**src/rtl/assert_macros.svh**
```systemverilog
// assertion macros shared by the rtl
`ifndef ASSERT_MACROS_SVH
`define ASSERT_MACROS_SVH

// property checked on every rising clock edge outside reset
`define BLE_ASSERT(label, prop, msg) \
  label: assert property (@(posedge clk_i) disable iff (!rst_ni) (prop)) else $error(msg);

// condition that must never be seen outside reset
`define BLE_ASSERT_NEVER(label, cond, msg) \
  `BLE_ASSERT(label, !(cond), msg)

`endif

```
**src/rtl/ble_pkg.sv**
```systemverilog
// package for the battery level estimator: widths, lut, codes and control structs
package ble_pkg;

  localparam int CODE_W   = 12;
  localparam int VREF_W   = 12;
  localparam int MV_W     = 16;
  localparam int RATIO_W  = 8;
  localparam int PCT_W    = 7;
  localparam int CFG_IDX_W = 3;
  localparam int CFG_DATA_W = 16;

  localparam int HIST_DEPTH = 8;
  localparam int PTR_W      = (HIST_DEPTH > 1) ? $clog2(HIST_DEPTH) : 1;
  localparam int CNT_W      = $clog2(HIST_DEPTH + 1);
  localparam int SUM_W      = MV_W + CNT_W;

  localparam int DIVD_W  = CODE_W + VREF_W;
  localparam int DIVS_W  = 16;
  localparam int DCNT_W  = $clog2(DIVD_W + 1);
  localparam int BAT_W   = DIVD_W + RATIO_W;
  localparam int FRAC_W  = 4;

  localparam logic [MV_W-1:0] AVERAGE_RESET = 16'd4000;

  localparam logic [CFG_IDX_W-1:0] CFG_VREF       = 3'd0;
  localparam logic [CFG_IDX_W-1:0] CFG_ADC_FS     = 3'd1;
  localparam logic [CFG_IDX_W-1:0] CFG_RATIO      = 3'd2;
  localparam logic [CFG_IDX_W-1:0] CFG_DISCONNECT = 3'd3;
  localparam logic [CFG_IDX_W-1:0] CFG_LOW        = 3'd4;
  localparam logic [CFG_IDX_W-1:0] CFG_CRITICAL   = 3'd5;

  localparam int LUT_POINTS = 11;
  localparam int LUT_SEGS   = LUT_POINTS - 1;
  localparam int SEG_W      = 4;
  localparam int SPAN_W     = 9;
  localparam int PD_W       = 5;
  localparam int NUM_W      = SPAN_W + PD_W;

  localparam logic [MV_W-1:0] LUT_MV [LUT_POINTS] = '{
    16'd4180, 16'd4050, 16'd3950, 16'd3850, 16'd3800, 16'd3750,
    16'd3700, 16'd3650, 16'd3550, 16'd3400, 16'd3100
  };
  localparam logic [PCT_W-1:0] LUT_PCT [LUT_POINTS] = '{
    7'd100, 7'd90, 7'd80, 7'd70, 7'd60, 7'd50, 7'd30, 7'd20, 7'd10, 7'd5, 7'd0
  };
  localparam logic [PCT_W-1:0] PCT_FULL  = 7'd100;
  localparam logic [PCT_W-1:0] PCT_EMPTY = 7'd0;

  typedef enum logic [1:0] {
    DIV_SCALE,
    DIV_AVG,
    DIV_PCT
  } div_sel_e;

  typedef struct packed {
    logic     take_code;
    logic     prod_load;
    logic     div_start;
    div_sel_e div_sel;
    logic     ratio_load;
    logic     store;
    logic     sum_run;
    logic     avg_load;
    logic     seg_load;
    logic     out_load;
  } cmd_t;

  typedef struct packed {
    logic div_busy;
    logic div_done;
    logic sum_done;
  } sts_t;

endpackage

```
**src/rtl/battery_level_estimator_top.sv**
```systemverilog
// top level of the battery level estimator
// Takes one 12-bit adc code per request and returns the battery voltage of the sample, the
// moving average over the last eight samples (fewer after reset), the lipo charge percent
// interpolated from that average, and the low, critical and connected flags. Most of the work
// of a request is the shared 24-step divider, run once for the millivolt scaling, once for the
// mean after a sweep over the stored samples of the averaging window (1 to 8) and once for the
// interpolation. A finished result waits in the output register while the next request is
// taken. The user must write configuration through the cfg port only while idle; the block
// itself does not enforce it.
`include "assert_macros.svh"

module battery_level_estimator_top (
  input  logic                           clk_i,
  input  logic                           rst_ni,
  input  logic                           in_valid_i,
  output logic                           in_ready_o,
  input  logic [ble_pkg::CODE_W-1:0]     adc_code_i,
  output logic                           out_valid_o,
  input  logic                           out_ready_i,
  output logic [ble_pkg::CODE_W-1:0]     code_echo_o,
  output logic [ble_pkg::MV_W-1:0]       sample_mv_o,
  output logic [ble_pkg::MV_W-1:0]       average_mv_o,
  output logic [ble_pkg::PCT_W-1:0]      charge_percent_o,
  output logic                           low_flag_o,
  output logic                           critical_flag_o,
  output logic                           connected_flag_o,
  input  logic                           cfg_valid_i,
  output logic                           cfg_ready_o,
  input  logic [ble_pkg::CFG_IDX_W-1:0]  cfg_index_i,
  input  logic [ble_pkg::CFG_DATA_W-1:0] cfg_data_i
);
  import ble_pkg::*;

  cmd_t cmd;
  sts_t sts;

  assign cfg_ready_o = 1'b1;

  ble_ctrl u_ctrl (
    .clk_i       (clk_i),
    .rst_ni      (rst_ni),
    .in_valid_i  (in_valid_i),
    .in_ready_o  (in_ready_o),
    .out_valid_o (out_valid_o),
    .out_ready_i (out_ready_i),
    .sts_i       (sts),
    .cmd_o       (cmd)
  );

  ble_datapath u_datapath (
    .clk_i            (clk_i),
    .rst_ni           (rst_ni),
    .cmd_i            (cmd),
    .sts_o            (sts),
    .adc_code_i       (adc_code_i),
    .cfg_we_i         (cfg_valid_i),
    .cfg_index_i      (cfg_index_i),
    .cfg_data_i       (cfg_data_i),
    .code_echo_o      (code_echo_o),
    .sample_mv_o      (sample_mv_o),
    .average_mv_o     (average_mv_o),
    .charge_percent_o (charge_percent_o),
    .low_flag_o       (low_flag_o),
    .critical_flag_o  (critical_flag_o),
    .connected_flag_o (connected_flag_o)
  );

  `BLE_ASSERT(a_busy_after_accept, (in_valid_i && in_ready_o) |=> !in_ready_o, "ready after accept")
  `BLE_ASSERT(a_load_when_free, cmd.out_load |-> (!out_valid_o || out_ready_i), "result overwritten")
  `BLE_ASSERT_NEVER(a_start_while_busy, cmd.div_start && sts.div_busy, "divider restarted")
  `BLE_ASSERT(a_valid_from_load, $rose(out_valid_o) |-> $past(cmd.out_load), "result without load")

endmodule

```
**src/rtl/ble_div.sv**
```systemverilog
// shared restoring divider, one quotient bit per cycle
module ble_div (
  input  logic                       clk_i,
  input  logic                       rst_ni,
  input  logic                       start_i,
  input  logic [ble_pkg::DIVD_W-1:0] dividend_i,
  input  logic [ble_pkg::DIVS_W-1:0] divisor_i,
  output logic                       busy_o,
  output logic                       done_o,
  output logic [ble_pkg::DIVD_W-1:0] quotient_o
);
  import ble_pkg::*;

  logic [DIVS_W-1:0] rem_q;
  logic [DIVD_W-1:0] quo_q;
  logic [DIVS_W-1:0] dvs_q;
  logic [DCNT_W-1:0] cnt_q;
  logic              busy_q;
  logic              done_q;
  logic [DIVS_W:0]   shl;
  logic [DIVS_W:0]   diff;
  logic              ge;

  assign shl  = {rem_q, quo_q[DIVD_W-1]};
  assign ge   = shl >= {1'b0, dvs_q};
  assign diff = shl - {1'b0, dvs_q};

  always_ff @(posedge clk_i or negedge rst_ni) begin
    if (!rst_ni) begin
      busy_q <= 1'b0;
      done_q <= 1'b0;
      cnt_q  <= '0;
    end else begin
      done_q <= 1'b0;
      if (start_i) begin
        busy_q <= 1'b1;
        cnt_q  <= DCNT_W'(DIVD_W);
      end else if (busy_q) begin
        cnt_q <= cnt_q - 1'b1;
        if (cnt_q == DCNT_W'(1)) begin
          busy_q <= 1'b0;
          done_q <= 1'b1;
        end
      end
    end
  end

  always_ff @(posedge clk_i) begin
    if (start_i) begin
      rem_q <= '0;
      quo_q <= dividend_i;
      dvs_q <= divisor_i;
    end else if (busy_q) begin
      rem_q <= ge ? diff[DIVS_W-1:0] : shl[DIVS_W-1:0];
      quo_q <= {quo_q[DIVD_W-2:0], ge};
    end
  end

  assign busy_o     = busy_q;
  assign done_o     = done_q;
  assign quotient_o = quo_q;

endmodule

```
**src/rtl/ble_datapath.sv**
```systemverilog
// datapath: config registers, scaling, sample history, averaging and charge lookup
module ble_datapath (
  input  logic                           clk_i,
  input  logic                           rst_ni,
  input  ble_pkg::cmd_t                  cmd_i,
  output ble_pkg::sts_t                  sts_o,
  input  logic [ble_pkg::CODE_W-1:0]     adc_code_i,
  input  logic                           cfg_we_i,
  input  logic [ble_pkg::CFG_IDX_W-1:0]  cfg_index_i,
  input  logic [ble_pkg::CFG_DATA_W-1:0] cfg_data_i,
  output logic [ble_pkg::CODE_W-1:0]     code_echo_o,
  output logic [ble_pkg::MV_W-1:0]       sample_mv_o,
  output logic [ble_pkg::MV_W-1:0]       average_mv_o,
  output logic [ble_pkg::PCT_W-1:0]      charge_percent_o,
  output logic                           low_flag_o,
  output logic                           critical_flag_o,
  output logic                           connected_flag_o
);
  import ble_pkg::*;

  logic [VREF_W-1:0]  vref_q;
  logic [MV_W-1:0]    adc_fs_q;
  logic [RATIO_W-1:0] ratio_q;
  logic [MV_W-1:0]    disc_q;
  logic [MV_W-1:0]    low_q;
  logic [MV_W-1:0]    crit_q;

  logic [CODE_W-1:0]  code_q;
  logic [DIVD_W-1:0]  prod_q;
  logic [BAT_W-1:0]   bat_q;
  logic [MV_W-1:0]    sample_q;
  logic [MV_W-1:0]    sample_sat;
  logic [MV_W-1:0]    hist_q [HIST_DEPTH];
  logic [PTR_W-1:0]   wp_q;
  logic [CNT_W-1:0]   fill_q;
  logic [CNT_W-1:0]   sum_idx_q;
  logic               rd_vld_q;
  logic               rd_en;
  logic [MV_W-1:0]    rd_q;
  logic [SUM_W-1:0]   sum_q;
  logic [MV_W-1:0]    avg_q;

  logic [SEG_W-1:0]   seg_c;
  logic [SEG_W-1:0]   seg_q;
  logic [MV_W-1:0]    seg_diff;
  logic [PCT_W-1:0]   seg_pd;
  logic [NUM_W-1:0]   num_c;
  logic [NUM_W-1:0]   num_q;
  logic [MV_W-1:0]    span;
  logic               dir_c;
  logic [PCT_W-1:0]   dir_pct_c;
  logic               dir_q;
  logic [PCT_W-1:0]   dir_pct_q;
  logic [PCT_W-1:0]   pct_c;

  logic [DIVD_W-1:0]  div_dividend;
  logic [DIVS_W-1:0]  div_divisor;
  logic [DIVD_W-1:0]  div_quo;
  logic               div_busy;
  logic               div_done;

  // configuration registers
  always_ff @(posedge clk_i or negedge rst_ni) begin
    if (!rst_ni) begin
      vref_q   <= 12'd2420;
      adc_fs_q <= 16'd4095;
      ratio_q  <= 8'd32;
      disc_q   <= 16'd2000;
      low_q    <= 16'd3650;
      crit_q   <= 16'd3400;
    end else if (cfg_we_i) begin
      unique case (cfg_index_i)
        CFG_VREF:       vref_q   <= cfg_data_i[VREF_W-1:0];
        CFG_ADC_FS:     adc_fs_q <= cfg_data_i;
        CFG_RATIO:      ratio_q  <= cfg_data_i[RATIO_W-1:0];
        CFG_DISCONNECT: disc_q   <= cfg_data_i;
        CFG_LOW:        low_q    <= cfg_data_i;
        CFG_CRITICAL:   crit_q   <= cfg_data_i;
        default: ;
      endcase
    end
  end

  // divider operand select
  always_comb begin
    unique case (cmd_i.div_sel)
      DIV_SCALE: begin
        div_dividend = prod_q;
        div_divisor  = (adc_fs_q == '0) ? DIVS_W'(1) : adc_fs_q;
      end
      DIV_AVG: begin
        div_dividend = DIVD_W'(sum_q);
        div_divisor  = DIVS_W'(fill_q);
      end
      DIV_PCT: begin
        div_dividend = DIVD_W'(num_q);
        div_divisor  = span;
      end
      default: begin
        div_dividend = prod_q;
        div_divisor  = DIVS_W'(1);
      end
    endcase
  end

  ble_div u_div (
    .clk_i      (clk_i),
    .rst_ni     (rst_ni),
    .start_i    (cmd_i.div_start),
    .dividend_i (div_dividend),
    .divisor_i  (div_divisor),
    .busy_o     (div_busy),
    .done_o     (div_done),
    .quotient_o (div_quo)
  );

  // saturate after dropping the q4 fraction
  assign sample_sat = (|bat_q[BAT_W-1:MV_W+FRAC_W]) ? '1 : bat_q[MV_W+FRAC_W-1:FRAC_W];

  always_ff @(posedge clk_i) begin
    if (cmd_i.take_code) begin
      code_q <= adc_code_i;
    end
    if (cmd_i.prod_load) begin
      prod_q <= DIVD_W'(code_q) * DIVD_W'(vref_q);
    end
    if (cmd_i.ratio_load) begin
      bat_q <= BAT_W'(div_quo) * BAT_W'(ratio_q);
    end
    if (cmd_i.store) begin
      sample_q <= sample_sat;
    end
    if (cmd_i.avg_load) begin
      avg_q <= div_quo[MV_W-1:0];
    end
  end

  // history memory, one write and one registered read port
  assign rd_en = cmd_i.sum_run && (sum_idx_q != fill_q);

  always_ff @(posedge clk_i) begin
    if (cmd_i.store) begin
      hist_q[wp_q] <= sample_sat;
    end
    if (rd_en) begin
      rd_q <= hist_q[sum_idx_q[PTR_W-1:0]];
    end
  end

  always_ff @(posedge clk_i or negedge rst_ni) begin
    if (!rst_ni) begin
      wp_q      <= '0;
      fill_q    <= '0;
      sum_idx_q <= '0;
      rd_vld_q  <= 1'b0;
    end else if (cmd_i.store) begin
      wp_q      <= (wp_q == PTR_W'(HIST_DEPTH - 1)) ? '0 : wp_q + 1'b1;
      fill_q    <= (fill_q == CNT_W'(HIST_DEPTH)) ? fill_q : fill_q + 1'b1;
      sum_idx_q <= '0;
      rd_vld_q  <= 1'b0;
    end else if (cmd_i.sum_run) begin
      if (rd_en) begin
        sum_idx_q <= sum_idx_q + 1'b1;
      end
      rd_vld_q <= rd_en;
    end
  end

  always_ff @(posedge clk_i) begin
    if (cmd_i.store) begin
      sum_q <= '0;
    end else if (cmd_i.sum_run && rd_vld_q) begin
      sum_q <= sum_q + SUM_W'(rd_q);
    end
  end

  // segment search, first match from the top
  always_comb begin
    seg_c = SEG_W'(LUT_SEGS - 1);
    for (int i = LUT_SEGS - 1; i >= 0; i--) begin
      if (avg_q >= LUT_MV[i+1]) begin
        seg_c = SEG_W'(i);
      end
    end
  end

  assign seg_diff  = avg_q - LUT_MV[seg_c + 4'd1];
  assign seg_pd    = LUT_PCT[seg_c] - LUT_PCT[seg_c + 4'd1];
  assign num_c     = NUM_W'(seg_diff[SPAN_W-1:0]) * NUM_W'(seg_pd[PD_W-1:0]);
  assign dir_c     = (avg_q < disc_q) || (avg_q >= LUT_MV[0])
                     || (avg_q <= LUT_MV[LUT_POINTS-1]);
  assign dir_pct_c = ((avg_q >= disc_q) && (avg_q >= LUT_MV[0])) ? PCT_FULL : PCT_EMPTY;
  assign span      = LUT_MV[seg_q] - LUT_MV[seg_q + 4'd1];

  always_ff @(posedge clk_i) begin
    if (cmd_i.seg_load) begin
      seg_q     <= seg_c;
      num_q     <= num_c;
      dir_q     <= dir_c;
      dir_pct_q <= dir_pct_c;
    end
  end

  assign pct_c = dir_q ? dir_pct_q : LUT_PCT[seg_q + 4'd1] + div_quo[PCT_W-1:0];

  // result register
  always_ff @(posedge clk_i) begin
    if (cmd_i.out_load) begin
      code_echo_o      <= code_q;
      sample_mv_o      <= sample_q;
      average_mv_o     <= avg_q;
      charge_percent_o <= pct_c;
      low_flag_o       <= avg_q <= low_q;
      critical_flag_o  <= avg_q <= crit_q;
      connected_flag_o <= avg_q >= disc_q;
    end
  end

  assign sts_o.div_busy = div_busy;
  assign sts_o.div_done = div_done;
  assign sts_o.sum_done = (sum_idx_q == fill_q) && !rd_vld_q;

endmodule

```
**src/rtl/ble_ctrl.sv**
```systemverilog
// controller: sequences one request through the datapath and drives the handshakes
module ble_ctrl (
  input  logic          clk_i,
  input  logic          rst_ni,
  input  logic          in_valid_i,
  output logic          in_ready_o,
  output logic          out_valid_o,
  input  logic          out_ready_i,
  input  ble_pkg::sts_t sts_i,
  output ble_pkg::cmd_t cmd_o
);
  import ble_pkg::*;

  typedef enum logic [3:0] {
    ST_IDLE,
    ST_PROD,
    ST_SCALE_GO,
    ST_SCALE_WAIT,
    ST_RATIO,
    ST_STORE,
    ST_SUM,
    ST_AVG_GO,
    ST_AVG_WAIT,
    ST_SEG,
    ST_PCT_GO,
    ST_PCT_WAIT,
    ST_DONE
  } state_e;

  state_e state_q;
  state_e state_d;
  logic   out_valid_q;
  logic   out_free;

  assign out_free   = !out_valid_q || out_ready_i;
  assign in_ready_o = (state_q == ST_IDLE);

  always_comb begin
    cmd_o           = '0;
    cmd_o.div_sel   = DIV_SCALE;
    state_d         = state_q;
    unique case (state_q)
      ST_IDLE: begin
        cmd_o.take_code = in_valid_i;
        if (in_valid_i) begin
          state_d = ST_PROD;
        end
      end
      ST_PROD: begin
        cmd_o.prod_load = 1'b1;
        state_d         = ST_SCALE_GO;
      end
      ST_SCALE_GO: begin
        cmd_o.div_start = 1'b1;
        state_d         = ST_SCALE_WAIT;
      end
      ST_SCALE_WAIT: begin
        if (sts_i.div_done) begin
          state_d = ST_RATIO;
        end
      end
      ST_RATIO: begin
        cmd_o.ratio_load = 1'b1;
        state_d          = ST_STORE;
      end
      ST_STORE: begin
        cmd_o.store = 1'b1;
        state_d     = ST_SUM;
      end
      ST_SUM: begin
        cmd_o.sum_run = 1'b1;
        if (sts_i.sum_done) begin
          state_d = ST_AVG_GO;
        end
      end
      ST_AVG_GO: begin
        cmd_o.div_start = 1'b1;
        cmd_o.div_sel   = DIV_AVG;
        state_d         = ST_AVG_WAIT;
      end
      ST_AVG_WAIT: begin
        if (sts_i.div_done) begin
          cmd_o.avg_load = 1'b1;
          state_d        = ST_SEG;
        end
      end
      ST_SEG: begin
        cmd_o.seg_load = 1'b1;
        state_d        = ST_PCT_GO;
      end
      ST_PCT_GO: begin
        cmd_o.div_start = 1'b1;
        cmd_o.div_sel   = DIV_PCT;
        state_d         = ST_PCT_WAIT;
      end
      ST_PCT_WAIT: begin
        if (sts_i.div_done) begin
          state_d = ST_DONE;
        end
      end
      ST_DONE: begin
        cmd_o.out_load = out_free;
        if (out_free) begin
          state_d = ST_IDLE;
        end
      end
      default: begin
        state_d = ST_IDLE;
      end
    endcase
  end

  always_ff @(posedge clk_i or negedge rst_ni) begin
    if (!rst_ni) begin
      state_q     <= ST_IDLE;
      out_valid_q <= 1'b0;
    end else begin
      state_q <= state_d;
      if (cmd_o.out_load) begin
        out_valid_q <= 1'b1;
      end else if (out_ready_i) begin
        out_valid_q <= 1'b0;
      end
    end
  end

  assign out_valid_o = out_valid_q;

endmodule

```
**config.mk**
```make
export PLATFORM = sky130hd
export DESIGN_NAME = battery_level_estimator_top
export DESIGN_NICKNAME = d
export VERILOG_FILES = /design/src/rtl/ble_pkg.sv /design/src/rtl/battery_level_estimator_top.sv /design/src/rtl/ble_div.sv /design/src/rtl/ble_datapath.sv /design/src/rtl/ble_ctrl.sv
export VERILOG_INCLUDE_DIRS = /design/src /design/src/rtl
export SDC_FILE = /design/constraint.sdc
export NUM_CORES = 2
export LEC_CHECK = 0
export ABC_AREA = 1
export CORE_MARGIN = 2
export CORE_UTILIZATION = 40
export CTS_BUF_LIST = sky130_fd_sc_hd__clkbuf_16
export CTS_CLUSTER_DIAMETER = 100
export DETAILED_ROUTE_END_ITERATION = 16
export DONT_BUFFER_PORTS = 1
export SYNTH_ARGS = -nofsm -noshare
export SYNTH_HDL_FRONTEND = slang
export SYNTH_HIERARCHICAL = 1
export SYNTH_SLANG_ARGS = --single-unit
```
**constraint.sdc**
```tcl
create_clock -name clk_i -period 9.8 [get_ports clk_i]
set_input_delay 0.98 -clock clk_i [delete_from_list [all_inputs] [get_ports clk_i]]
set_output_delay 0.98 -clock clk_i [all_outputs]
set_load 0.01 [all_outputs]
```
==> flow_summary_export.csv <==
group,metric,value,unit
timing,skew,0.02700,ns
cells_and_area,nets,4631,
power_and_ir_drop,cellLeakagePower,18.40,nW
timing,slew_headroom,15.82,%
timing,maxSlewViolCount,0,
power_and_ir_drop,p_sw_share,48.00,%
floorplanning,start_util,40.45,%
logic_synthesis,netlist_instances,4131,
floorplanning,core,90290,um2
cells_and_area,layout-drive-gt1-share,5.831,%
worst_setup_path,critPathMaxFanout,11,
power_and_ir_drop,ir_drop,0.2497,mV
timing,setup_viol,0,
drt,drt_wl_total,95.93,mm
global_routing,grt_pass1_wl,152.3,mm
power_and_ir_drop,p_clk_share,14.9,%
logic_synthesis,synth_area,36520,um2
worst_setup_path,critical_path_class,"reg2reg",
flow_run,drv_cap,0,
clocking,root_buffer,"clkbuf_16",
placement,gp_congestion,0.8873,
timing,fmax,130.1,MHz
drt,antenna_left,0,
min_path,hp-class,"in2async",
clocking,clock_latency,0.67,ns
power_and_ir_drop,p_sw,6.656,mW
drt,dr_total_vias,27030,
power_and_ir_drop,power,13.86,mW
status,status,"completed",
clocking,cts_setup_buffers,0,
placement,io_buffers,0,
floorplanning,ios,93,
worst_setup_path,critPathRequiredTime,10.20,ns
timing,finalSetupTns,0,ns
logic_synthesis,synth_fp_nets,4694,
timing,hold_violations,0,
worst_setup_path,slowest_delay,0.58,ns
global_routing,overflow,0,
worst_setup_path,cp_common_cell,"nand2_1",
cells_and_area,fin_area,39450,um2
placement,placed_area,37600,um2
global_routing,grtUsageTotal,20.77,%
drt,wl_per_cell,18.12,um
clocking,h-tree-depth,2,
drt,post_drt_via_cell_ratio,5.107,
logic_synthesis,syn_avg_cell_area,8.840,um2
power_and_ir_drop,intPower,7.209,mW
global_routing,grt_max_degree,72,
floorplanning,core.rowCount,110,
floorplanning,die_w,306.2,um
global_routing,antenna_found_initial,7,
worst_setup_path,cp.arrival,8.09,ns
drt,first_pass_iters,6,
clocking,numCtsBuffers,57,
placement,hpwl,71.79,mm
worst_setup_path,end_kind,"flip-flop",
logic_synthesis,ys_warn_count,6,
worst_setup_path,critPathSlowestCell,"edfxtp_1",
floorplanning,fp.dieH,306.2,um
timing,period_share,78.42,%
clocking,cts_num_sinks,498,
clocking,cts_buffer_depth,3,
drt,route.detailed.drc,0,
clocking,cts.reportedPaths.clkPinSlew,0.06,ns
timing,worst_hold_slack,0.03927,ns
floorplanning,die_area,93730,um2
cells_and_area,area_growth,8.021,%
global_routing,grt_pass1_vias,26750,
timing,worst_slew_pin_slew,1.259,ns
power_and_ir_drop,pwr-share-seq,25.9,%
drt,drt_iter0_drc,2070,
power_and_ir_drop,p_per_area,351.5,nW/um2
worst_setup_path,cp-start-kind,"flip-flop",
timing,fin_crit,7.685,ns
timing,rsz0062_at_grt,"no",
clocking,cts_tree,"yes",
power_and_ir_drop,combPwrFrac,59.2,%
## repair_timing
item	CTS	global route
hold buffers	1	0
resized for setup	0	0
hold endpoints to repair	71	0
## per-layer routing
| metal | GRT usage (%) | part of all wire (%) |
|---|---|---|
| met1 | 27.83 | 44 |
| met2 | 34.67 | 48 |
| met3 | 3.131 | 5.8 |
| met4 | 6.578 | 2.8 |
| met5 | 0 | 0 |
## flip-flops by register name (all words and copies together) (netlist names), 20 cells and up
| register | count |
|---|---|
| u_datapath/u_div/quotient_o | 24 |
| u_datapath/bat_q | 28 |
| u_datapath/hist_q | 128 |
| u_datapath/prod_q | 24 |
| u_datapath/sum_q | 20 |
## stage by stage
stage	setup slack [ns]	instances	utilization [%]
floorplan	2.919	4131	-
global placement	2.185	5184	41.65
detailed placement	2.137	5184	41.65
CTS	2.102	5292	43.69
global route	1.414	5292	43.69
finish	2.115	5293	43.69
## critical path, delay by kind of cell, from the launching register on
family                     cells  cell delay, ns
and+or+nand+nor               12            1.11
xor gates and xnor gates       2            0.52
adders and majority gates      8            3.27
buffers and inverters          4            0.32
DFF                            1            0.58
AOI/OAI and AO/OA              8            1.57
## layout by cell type, fill, tap and decap left out, types with 57 or more instances in the layout
master,instances
fa_1,259
xor2_1,57
nor2_1,303
inv_1,727
nand2_1,968
ha_1,268
a21oi_1,183
dfrtp_1,72
o21ai_0,253
edfxtp_1,354
clkbuf_16,57
nand3_1,122
## layout make-up
| type | instances | area (um2) |
|---|---|---|
| Tap cell | 1176 | 1471 |
| Antenna cell | 1 | 2.502 |
| Sequential cell | 498 | 14100 |
| Timing Repair Buffer | 24 | 200.2 |
| Clock buffer | 57 | 1426 |
| Inverter | 740 | 2780 |
| Multi-Input combinational cell | 2747 | 19080 |
| Clock inverter | 50 | 387.9 |
| Fill cell | 8837 | 50840 |
## path summary, 6_finish.rpt
path / slack (ns) / end / depth (start not counted) / startpoint
max: 2.11 / u_datapath/num_q[13] / 34 / u_datapath/avg_q[5]
min: 0.04 / u_datapath/ratio_q[3] / 0 / rst_ni
max reg2reg: 2.11 / u_datapath/num_q[13] / 34 / u_datapath/avg_q[5]
min reg2reg: 0.41 / u_datapath/sample_mv_o[15] / 0 / u_datapath/sample_q[15]
max in group asynchronous: 9.17 / u_datapath/sum_idx_q[0] / 1 / rst_ni
min in group clk_i: 0.41 / u_datapath/sample_mv_o[15] / 0 / u_datapath/sample_q[15]
## power groups by stage
stage / registers [mW] / logic (mW) / clock network [mW]
6_report: 3.59 / 8.20 / 2.07
3_5_place_dp: 3.63 / 8.22 / 0
2_1_floorplan: 3.24 / 6.41 / 0
3_3_place_gp: 3.62 / 8.17 / 0
4_1_cts: 3.59 / 8.29 / 2.13
5_1_grt: 3.64 / 9.43 / 2.21
Note: power is estimated with default switching activity, not from simulation.
